**src/sv/assert_macros.svh**
```systemverilog
// Assertion macros for the RTL.
`ifndef ASSERT_MACROS_SVH
`define ASSERT_MACROS_SVH

`ifndef NO_ASSERTIONS

// Checked only while out of reset.
`define RDMC_ASSERT(lbl, prop, msg) \
  lbl: assert property (@(posedge clk) disable iff (!rst_n) prop) else $error(msg);

// Checked on every edge, reset included.
`define RDMC_ASSERT_ALWAYS(lbl, prop, msg) \
  lbl: assert property (@(posedge clk) prop) else $error(msg);

`else

`define RDMC_ASSERT(lbl, prop, msg)
`define RDMC_ASSERT_ALWAYS(lbl, prop, msg)

`endif

`endif

```
**src/sv/rdmc_pkg.sv**
```systemverilog
`timescale 1ns / 1ps

package rdmc_pkg;

  typedef enum logic [2:0] {
    MODE_FWD   = 3'd0,
    MODE_RIGHT = 3'd1,
    MODE_BACK  = 3'd2,
    MODE_LEFT  = 3'd3,
    MODE_AUTO  = 3'd4,
    MODE_STOP  = 3'd5
  } mode_t;

  typedef enum logic [2:0] {
    MOT_STOP  = 3'd0,
    MOT_FWD   = 3'd1,
    MOT_BACK  = 3'd2,
    MOT_RIGHT = 3'd3,
    MOT_LEFT  = 3'd4
  } motion_t;

  localparam int CFG_IDX_W  = 2;
  localparam int CFG_DATA_W = 16;

  localparam logic [CFG_IDX_W-1:0] CFG_MIN_DISTANCE = 2'd0;
  localparam logic [CFG_IDX_W-1:0] CFG_BATTERY_MIN  = 2'd1;
  localparam logic [CFG_IDX_W-1:0] CFG_FOLLOW_SPEED = 2'd2;

  localparam logic [15:0] MIN_DISTANCE_RST = 16'd3000;
  localparam logic [9:0]  BATTERY_MIN_RST  = 10'd580;
  localparam logic [7:0]  FOLLOW_SPEED_RST = 8'd95;
  localparam logic [7:0]  SPEED_RST        = 8'd255;
  localparam logic [7:0]  SPEED_FULL       = 8'd255;
  localparam logic [7:0]  SPEED_AUTO_EXIT  = 8'd154;
  localparam logic [7:0]  FOLLOW_FWD_DROP  = 8'd10;

  localparam logic [7:0] CMD_FWD       = 8'h46; // F
  localparam logic [7:0] CMD_BACK      = 8'h42; // B
  localparam logic [7:0] CMD_RIGHT     = 8'h52; // R
  localparam logic [7:0] CMD_LEFT      = 8'h4C; // L
  localparam logic [7:0] CMD_STOP      = 8'h53; // S
  localparam logic [7:0] CMD_AUTO      = 8'h58; // X
  localparam logic [7:0] CMD_AUTO_EXIT = 8'h78; // x
  localparam logic [7:0] CMD_FULL      = 8'h71; // q
  localparam logic [7:0] CMD_DIGIT_LO  = 8'h30; // 0
  localparam logic [7:0] CMD_DIGIT_HI  = 8'h39; // 9

  typedef struct packed {
    logic [15:0] min_distance;
    logic [9:0]  battery_min;
    logic [7:0]  follow_speed;
  } cfg_t;

  typedef struct packed {
    logic        cmd_valid;
    logic [7:0]  cmd_byte;
    logic [15:0] distance;
    logic [9:0]  battery_one;
    logic [9:0]  battery_two;
    logic        line_left;
    logic        line_right;
  } in_item_t;

  typedef struct packed {
    logic [2:0] motion;
    logic [7:0] drive_speed;
    logic [2:0] mode_now;
    logic       echo_valid;
    logic [7:0] echo_byte;
  } out_item_t;

  function automatic logic [7:0] digit_speed(input logic [3:0] digit);
    logic [7:0] spd;
    unique case (digit)
      4'd0:    spd = 8'd0;
      4'd1:    spd = 8'd90;
      4'd2:    spd = 8'd106;
      4'd3:    spd = 8'd122;
      4'd4:    spd = 8'd138;
      4'd5:    spd = 8'd154;
      4'd6:    spd = 8'd170;
      4'd7:    spd = 8'd195;
      4'd8:    spd = 8'd215;
      4'd9:    spd = 8'd235;
      default: spd = 8'd0;
    endcase
    return spd;
  endfunction

endpackage

```
**src/sv/rdmc_if.sv**
```systemverilog
`timescale 1ns / 1ps

interface rdmc_in_if import rdmc_pkg::*; ();
  logic     valid;
  logic     ready;
  in_item_t data;

  modport source (output valid, output data, input ready);
  modport sink (input valid, input data, output ready);
endinterface

interface rdmc_out_if import rdmc_pkg::*; ();
  logic      valid;
  logic      ready;
  out_item_t data;

  modport source (output valid, output data, input ready);
  modport sink (input valid, input data, output ready);
endinterface

```
**src/sv/remote_drive_mode_controller.sv**
```systemverilog
`timescale 1ns / 1ps
// Remote drive mode controller.
// in_if carries one control-loop pass per transaction: optional command byte,
// obstacle distance, two battery readings and two line-sensor bits.
// out_if returns exactly one transaction per input: motion code, speed,
// current mode and the echoed command byte.
// cfg_we/cfg_index/cfg_wdata write min_distance (0), battery_min (1) and
// follow_speed (2); write only while no transaction is in flight.
// Each transaction passes the input register, then the result register.
// Throughput: one transaction per cycle while out_if is ready; the mode
// and speed registers update in the same cycle the result register loads.
// Reset (rst_n low, synchronous): stop mode, speed 255, config registers
// back to 3000 / 580 / 95, both stages empty.
// When out_if stalls, the result register holds and the input register
// keeps one more transaction; in_if.ready drops only when both are full.
`include "assert_macros.svh"

module remote_drive_mode_controller import rdmc_pkg::*; (
  input  logic                  clk,
  input  logic                  rst_n,
  rdmc_in_if.sink               in_if,
  rdmc_out_if.source            out_if,
  input  logic                  cfg_we,
  input  logic [CFG_IDX_W-1:0]  cfg_index,
  input  logic [CFG_DATA_W-1:0] cfg_wdata
);

  cfg_t      cfg;
  logic      item_valid;
  in_item_t  item;
  out_item_t result;
  logic      load;

  rdmc_cfg_regs u_cfg (
    .clk       (clk),
    .rst_n     (rst_n),
    .cfg_we    (cfg_we),
    .cfg_index (cfg_index),
    .cfg_wdata (cfg_wdata),
    .cfg       (cfg)
  );

  rdmc_in_stage u_in (
    .clk        (clk),
    .rst_n      (rst_n),
    .in_if      (in_if),
    .load       (load),
    .item_valid (item_valid),
    .item       (item)
  );

  rdmc_core u_core (
    .clk    (clk),
    .rst_n  (rst_n),
    .load   (load),
    .item   (item),
    .cfg    (cfg),
    .result (result)
  );

  rdmc_out_stage u_out (
    .clk        (clk),
    .rst_n      (rst_n),
    .item_valid (item_valid),
    .result     (result),
    .load       (load),
    .out_if     (out_if)
  );

  `RDMC_ASSERT_ALWAYS(a_out_empty_after_reset, !rst_n |=> !out_if.valid, "result valid after reset")
  `RDMC_ASSERT(a_stop_zero_speed, (out_if.valid && out_if.data.motion == MOT_STOP) |-> (out_if.data.drive_speed == 8'd0), "stop with nonzero speed")
  `RDMC_ASSERT(a_stop_mode_no_motion, (out_if.valid && out_if.data.mode_now == MODE_STOP) |-> (out_if.data.motion == MOT_STOP), "motion in stop mode")
  `RDMC_ASSERT(a_echo_clear, (out_if.valid && !out_if.data.echo_valid) |-> (out_if.data.echo_byte == 8'd0), "echo byte without command")

endmodule

```
**src/sv/rdmc_cfg_regs.sv**
```systemverilog
`timescale 1ns / 1ps

module rdmc_cfg_regs import rdmc_pkg::*; (
  input  logic                  clk,
  input  logic                  rst_n,
  input  logic                  cfg_we,
  input  logic [CFG_IDX_W-1:0]  cfg_index,
  input  logic [CFG_DATA_W-1:0] cfg_wdata,
  output cfg_t                  cfg
);

  cfg_t cfg_r;
  cfg_t cfg_nxt;

  always_comb begin
    cfg_nxt = cfg_r;
    if (cfg_we) begin
      unique case (cfg_index)
        CFG_MIN_DISTANCE: cfg_nxt.min_distance = cfg_wdata;
        CFG_BATTERY_MIN:  cfg_nxt.battery_min  = cfg_wdata[9:0];
        CFG_FOLLOW_SPEED: cfg_nxt.follow_speed = cfg_wdata[7:0];
        default:          cfg_nxt = cfg_r;
      endcase
    end
  end

  always_ff @(posedge clk) begin
    if (!rst_n) begin
      cfg_r.min_distance <= MIN_DISTANCE_RST;
      cfg_r.battery_min  <= BATTERY_MIN_RST;
      cfg_r.follow_speed <= FOLLOW_SPEED_RST;
    end else begin
      cfg_r <= cfg_nxt;
    end
  end

  assign cfg = cfg_r;

endmodule

```
**src/sv/rdmc_in_stage.sv**
```systemverilog
`timescale 1ns / 1ps

module rdmc_in_stage import rdmc_pkg::*; (
  input  logic      clk,
  input  logic      rst_n,
  rdmc_in_if.sink   in_if,
  input  logic      load,
  output logic      item_valid,
  output in_item_t  item
);

  logic     valid_r;
  logic     valid_nxt;
  in_item_t data_r;
  logic     take;

  assign in_if.ready = !valid_r || load;
  assign take        = in_if.valid && in_if.ready;

  always_comb begin
    valid_nxt = valid_r;
    if (take) begin
      valid_nxt = 1'b1;
    end else if (load) begin
      valid_nxt = 1'b0;
    end
  end

  always_ff @(posedge clk) begin
    if (!rst_n) begin
      valid_r <= 1'b0;
    end else begin
      valid_r <= valid_nxt;
    end
  end

  always_ff @(posedge clk) begin
    if (take) begin
      data_r <= in_if.data;
    end
  end

  assign item_valid = valid_r;
  assign item       = data_r;

endmodule

```
**src/sv/rdmc_core.sv**
```systemverilog
`timescale 1ns / 1ps

module rdmc_core import rdmc_pkg::*; (
  input  logic      clk,
  input  logic      rst_n,
  input  logic      load,
  input  in_item_t  item,
  input  cfg_t      cfg,
  output out_item_t result
);

  mode_t      drive_mode_r;
  mode_t      drive_mode_nxt;
  logic [7:0] speed_level_r;
  logic [7:0] speed_level_nxt;

  always_comb begin
    mode_t      mode;
    logic [7:0] spd;
    motion_t    motion;
    logic [7:0] out_spd;
    logic       clear;

    mode    = drive_mode_r;
    spd     = speed_level_r;
    motion  = MOT_STOP;
    out_spd = 8'd0;

    if (item.cmd_valid) begin
      if (drive_mode_r != MODE_AUTO) begin
        unique case (item.cmd_byte)
          CMD_FWD:   mode = MODE_FWD;
          CMD_BACK:  mode = MODE_BACK;
          CMD_RIGHT: mode = MODE_RIGHT;
          CMD_LEFT:  mode = MODE_LEFT;
          CMD_STOP:  mode = MODE_STOP;
          CMD_AUTO: begin
            spd  = cfg.follow_speed;
            mode = MODE_AUTO;
          end
          CMD_FULL:  spd = SPEED_FULL;
          default: begin
            if (item.cmd_byte >= CMD_DIGIT_LO && item.cmd_byte <= CMD_DIGIT_HI) begin
              spd = digit_speed(item.cmd_byte[3:0]);
            end
          end
        endcase
      end else if (item.cmd_byte == CMD_AUTO_EXIT) begin
        spd  = SPEED_AUTO_EXIT;
        mode = MODE_STOP;
      end
    end

    if (item.battery_one <= cfg.battery_min || item.battery_two <= cfg.battery_min) begin
      mode = MODE_STOP;
    end

    clear = item.distance >= cfg.min_distance;

    unique case (mode)
      MODE_FWD: begin
        if (clear) begin
          motion  = MOT_FWD;
          out_spd = spd;
        end
      end
      MODE_RIGHT: begin
        if (clear) begin
          motion  = MOT_RIGHT;
          out_spd = spd;
        end
      end
      MODE_BACK: begin
        motion  = MOT_BACK;
        out_spd = spd;
      end
      MODE_LEFT: begin
        if (clear) begin
          motion  = MOT_LEFT;
          out_spd = spd;
        end
      end
      MODE_AUTO: begin
        if (clear) begin
          priority if (!item.line_right && !item.line_left) begin
            motion  = MOT_FWD;
            out_spd = spd - FOLLOW_FWD_DROP;
          end else if (item.line_right) begin
            motion  = MOT_RIGHT;
            out_spd = spd;
          end else begin
            motion  = MOT_LEFT;
            out_spd = spd;
          end
        end
      end
      default: mode = MODE_STOP;
    endcase

    drive_mode_nxt     = mode;
    speed_level_nxt    = spd;
    result.motion      = motion;
    result.drive_speed = out_spd;
    result.mode_now    = mode;
    result.echo_valid  = item.cmd_valid;
    result.echo_byte   = item.cmd_valid ? item.cmd_byte : 8'd0;
  end

  always_ff @(posedge clk) begin
    if (!rst_n) begin
      drive_mode_r  <= MODE_STOP;
      speed_level_r <= SPEED_RST;
    end else if (load) begin
      drive_mode_r  <= drive_mode_nxt;
      speed_level_r <= speed_level_nxt;
    end
  end

endmodule

```
**src/sv/rdmc_out_stage.sv**
```systemverilog
`timescale 1ns / 1ps

module rdmc_out_stage import rdmc_pkg::*; (
  input  logic       clk,
  input  logic       rst_n,
  input  logic       item_valid,
  input  out_item_t  result,
  output logic       load,
  rdmc_out_if.source out_if
);

  logic      valid_r;
  logic      valid_nxt;
  out_item_t data_r;

  assign load = item_valid && (!valid_r || out_if.ready);

  always_comb begin
    valid_nxt = valid_r;
    if (load) begin
      valid_nxt = 1'b1;
    end else if (out_if.ready) begin
      valid_nxt = 1'b0;
    end
  end

  always_ff @(posedge clk) begin
    if (!rst_n) begin
      valid_r <= 1'b0;
    end else begin
      valid_r <= valid_nxt;
    end
  end

  always_ff @(posedge clk) begin
    if (load) begin
      data_r <= result;
    end
  end

  assign out_if.valid = valid_r;
  assign out_if.data  = data_r;

endmodule
```
**src/flat_wrapper.sv**
```systemverilog
// flat-port wrapper written by rule: the top's interface ports become plain ports
module remote_drive_mode_controller_flat import rdmc_pkg::*;
  (clk, rst_n, cfg_we, cfg_index, cfg_wdata, in_if_valid, in_if_data, in_if_ready, out_if_valid, out_if_data, out_if_ready);
  rdmc_in_if in_if_i ();
  rdmc_out_if out_if_i ();
  input  logic clk;
  input  logic rst_n;
  input  logic cfg_we;
  input  logic [CFG_IDX_W-1:0] cfg_index;
  input  logic [CFG_DATA_W-1:0] cfg_wdata;
  input wire logic [$bits(in_if_i.valid)-1:0] in_if_valid;
  input wire logic [$bits(in_if_i.data)-1:0] in_if_data;
  output wire logic [$bits(in_if_i.ready)-1:0] in_if_ready;
  output wire logic [$bits(out_if_i.valid)-1:0] out_if_valid;
  output wire logic [$bits(out_if_i.data)-1:0] out_if_data;
  input wire logic [$bits(out_if_i.ready)-1:0] out_if_ready;
  assign in_if_i.valid = in_if_valid;
  assign in_if_i.data = in_if_data;
  assign in_if_ready = in_if_i.ready;
  assign out_if_valid = out_if_i.valid;
  assign out_if_data = out_if_i.data;
  assign out_if_i.ready = out_if_ready;
  remote_drive_mode_controller u_core (.clk(clk), .rst_n(rst_n), .in_if(in_if_i), .out_if(out_if_i), .cfg_we(cfg_we), .cfg_index(cfg_index), .cfg_wdata(cfg_wdata));
endmodule
```
**config.mk**
```make
export PLATFORM = sky130hd
export DESIGN_NAME = remote_drive_mode_controller_flat
export DESIGN_NICKNAME = d
export VERILOG_FILES = /design/src/sv/rdmc_pkg.sv /design/src/sv/rdmc_if.sv /design/src/sv/remote_drive_mode_controller.sv /design/src/sv/rdmc_cfg_regs.sv /design/src/sv/rdmc_in_stage.sv /design/src/sv/rdmc_core.sv /design/src/sv/rdmc_out_stage.sv /design/src/flat_wrapper.sv
export VERILOG_INCLUDE_DIRS = /design/src /design/src/sv
export SDC_FILE = /design/constraint.sdc
export NUM_CORES = 1
export LEC_CHECK = 0
export ABC_AREA = 1
export BUFFER_PORTS_ARGS = -buffer_cell sky130_fd_sc_hd__buf_2
export CAP_MARGIN = 20
export CORE_MARGIN = 5
export CORE_UTILIZATION = 40
export DETAILED_ROUTE_END_ITERATION = 10
export SETUP_SLACK_MARGIN = 0.05
export SLEW_MARGIN = 20
export SYNTH_ARGS = -nofsm -noshare
export SYNTH_HDL_FRONTEND = slang
export SYNTH_SLANG_ARGS = --single-unit
```
**constraint.sdc**
```tcl
create_clock -name clk -period 3.1 [get_ports clk]
set_clock_uncertainty 0.2 [all_clocks]
set_input_delay 0.62 -clock clk [delete_from_list [all_inputs] [get_ports clk]]
set_output_delay 0.62 -clock clk [all_outputs]
set_load 0.01 [all_outputs]
```
==> out/results.tsv <==
stage	metric	value	unit
grt	Global Route Usage Sum	16.3	%
worst_setup_path	WP data arrival	2.77	ns
worst_setup_path	CP Launch Type	flop	
clocking	Bufs on Longest Clock Path	2	
timing	Max Freq	0.358	GHz
synthesis	sequential fraction of the synthesis area	51.1	%
floorplanning	DIE AREA	0.0183	mm^2
grt	largest net degree at the start of global routing	43	
synthesis	syn nets	818	
worst_setup_path	worst-path cell chain	inv_2 -> nand2_2 -> nor2_2 -> nand2_4 -> nand2_4 -> nor2_8 -> nand2_4 -> nand3_1 -> a21oi_4 -> ha_1 -> inv_1 -> nand3_1 -> nand2_1 -> nor2_1 -> nand3_1 -> nand3_1 -> nand2_1	
placement	DPL Wire Length	10600	um
timing	Setup Viol. Count Final	0	
layout	number of fill cells	1461	
layout	Final Util	50.0	%
routing	drt pass-1 iters	4	
timing	fin crit share	90.2	%
power_and_ir_drop	worst vdd ir	0.418	mV
power_and_ir_drop	clock share of power	44.5	%
layout	most common cell after layout, fill and taps aside	nand2_1	
synthesis	Syn Area/Cell	8.81	um^2
routing	Wirelength per Cell	13.3	um
synthesis	number of synthesis warnings	0	
synthesis	top_reg_cell synth	edfxtp_1	
floorplanning	IO Pins	95	
worst_setup_path	endpoint type of the worst setup path	flop	
clocking	Clock Latency Late Sink	0.42	ns
clocking	Clock transition at path regs	0.06	ns
power_and_ir_drop	sequential fraction of design power	44.2	%
layout	most frequent cells in the layout	nand2_1 (160), inv_1 (98), buf_2 (94), edfxtp_1 (70), dfxtp_1 (55)	
timing	Worst Setup Slack, final	0.304	ns
worst_setup_path	Max stage delay on crit path	0.47	ns
power_and_ir_drop	switching share of total power	25.3	%
layout	# nets final	929	
synthesis	EDFF count, synth	70	
routing	vias post-DR	5023	
timing	final critical-path required period	2.80	ns
clocking	CTS sink cnt	125	
power_and_ir_drop	leakage	3.60	nW
grt	vias in the first global route	5248	
clocking	Root Buffer	clkbuf_16	
routing	Iter 0 DRT Violations	323	
grt	first-pass GRT wire length	23600	um
run_status	status	finished clean	
layout	diodes inserted	0	
worst_setup_path	Slowest-stage cell, CP	edfxtp_1	
timing	total negative slack	0	ns
worst_setup_path	WS Path Type	reg -> reg	
floorplanning	Starting Density	41.0	%
synthesis	asr flop ratio synth	0	%
power_and_ir_drop	Power Dens Cells	562	mW/mm^2
grt	antenna violations before repair	1	
power_and_ir_drop	Pint	3.20	mW
synthesis	count of cell types in the netlist	42	
worst_setup_path	Max FO, Critical Path	9	
timing	Tightest Pin Transition	0.669	ns
routing	Post-Route WL	14000	um
clocking	Post-CTS Hold Fix Bufs	0	
floorplanning	Die X-Extent	135	um
layout	Area Growth Syn to Fin	21.9	%
layout	layout cell share with drive strength beyond 1	22.6	%
worst_setup_path	Crit path top cell by count	nand3_1	
timing	max_slew headroom	55.2	%
timing	Fin. Hold Viols	0	
synthesis	Synth Instances	711	
clocking	total CTS buffers	17	
placement	port bufs	94	
timing	Slew Limit Fails	0	
worst_hold_path	Hold Crit Class	in -> reg	
worst_setup_path	Critical Path RT	3.07	ns
clocking	CTS H-tree depth	4	
clocking	TritonCTS clock tree	yes	
floorplanning	core area	0.0153	mm^2
synthesis	Post-Syn Area	0.00626	mm^2
grt	gr ovfl total	0	
floorplanning	row cnt	45	
routing	DRC Markers	0	
synthesis	Yosys reg bits	125	
placement	Place WS	0.267	ns
job	max-cap violation count	0	
floorplanning	Die H	135	um
power_and_ir_drop	switching pwr	1.09	mW
timing	setup repair after global routing missed its margin	false	
routing	ANT nets after route	0	
placement	RD Place Congestion	0.847	
power_and_ir_drop	Comb pwr share	11.3	%
routing	via density per instance	4.80	
[cell usage after synthesis (all sizes together), types with 2 or more instances]
cell      n  share of area [%]
nor3      8               0.82
o21bai    2               0.24
nand3b    2               0.24
a21oi    45                3.7
buf       3               0.24
a31oi     2               0.30
edfxtp   70                 34
nor2     58                4.5
inv     109                6.5
a21o      2               0.24
ha       37                7.4
dfxtp    55                 18
o21a      2               0.24
o21ai    58                4.6
nand2   181                 12
clkbuf   10               0.60
o221ai    2               0.28
nand4     6               0.84
nand3    37                3.1
o211ai   12                1.4
[critical path: cells and delay by family (launching register included)]
| family | cells | cell delay (ns) |
|---|---|---|
| and+or+nand+nor | 13 | 1.27 |
| DFF | 1 | 0.47 |
| AOI/OAI and AO/OA | 1 | 0.23 |
| adders and majority gates | 1 | 0.18 |
| buffers and inverters | 2 | 0.17 |
[state kept, by name (all words and copies together), names as in the netlist, named ones only]
signal	count
u_core.u_core.speed_level_r	8
u_core.u_out.out_if.data	23
u_core.u_in.item_valid	1
u_core.u_cfg.cfg	34
u_core.u_in.item	47
u_core.u_core.drive_mode_r	3
u_core.u_out.out_if.valid	1
[routing by layer]
layer	up-vias	part of all wire, %	GRT usage, %
li1	2581	-	-
met1	2277	43	18.7
met2	132	48	27.5
met3	31	6.6	6.18
met4	2	2.3	6.49
met5	-	0.050	0
[power groups by stage]
| stage | combinational [mW] | clock (mW) | sequential (mW) |
|---|---|---|---|
| after global placement | 0.465 | 0 | 1.93 |
| after global routing | 0.559 | 2.05 | 1.90 |
| after floorplan | 0.313 | 0 | 1.93 |
| after CTS | 0.481 | 1.96 | 1.90 |
| after detailed placement | 0.477 | 0 | 1.93 |
| final | 0.485 | 1.91 | 1.90 |
[stage by stage]
| stage | hold slack [ns] | cells | power (mW) | instance area, um^2 |
|---|---|---|---|---|
| 6_report | 0.167 | 1046 | 4.29 | 7640 |
| 5_1_grt | 0.141 | 1046 | 4.51 | 7640 |
| 4_1_cts | 0.146 | 1043 | 4.34 | 7600 |
| 3_5_place_dp | 0.257 | 1011 | 2.41 | 7020 |
| 3_3_place_gp | 0.246 | 1011 | 2.39 | 7020 |
| 2_1_floorplan | 0.221 | 711 | 2.24 | 6260 |
[what timing repair did]
item                                   in CTS  in global routing
buffers inserted                            0                  3
resized for setup                           0                  3
setup endpoints to repair                   0                  3
endpoints found under the hold margin       0                  0
[area by class of cell]
class                           count  area [um^2]  share of cell area, %
Clock buffer                       22          508                   6.65
Clock inverter                     10         73.8                  0.967
Sequential cell                   125         3200                   41.9
Timing Repair Buffer              105          566                   7.41
Inverter                          110          413                   5.41
Tap cell                          211          264                   3.46
Multi-Input combinational cell    463         2610                   34.2
[worst paths after layout]
path / start / endpoint / slack (ns) / depth (start not counted)
worst max-delay path: u_core.u_in.item[39] / u_core.u_out.out_if.data[19] / 0.30 / 17
worst min-delay path: in_if_data[35] / u_core.u_in.item[35] / 0.17 / 1
worst max register to register: u_core.u_in.item[39] / u_core.u_out.out_if.data[19] / 0.30 / 17
worst min register to register: u_core.u_cfg.cfg[33] / u_core.u_cfg.cfg[33] / 0.26 / 2
[cell families after synthesis]
| group | count (synthesis) | synth area share (%) |
|---|---|---|
| AOI/OAI and AO/OA | 131 | 11.9 |
| buffers and inverters | 123 | 7.43 |
| and+or+nand+nor | 295 | 22.1 |
| DFF | 125 | 51.1 |
| adders and majority gates | 37 | 7.39 |
No activity file was read; power rests on OpenSTA's default activity.
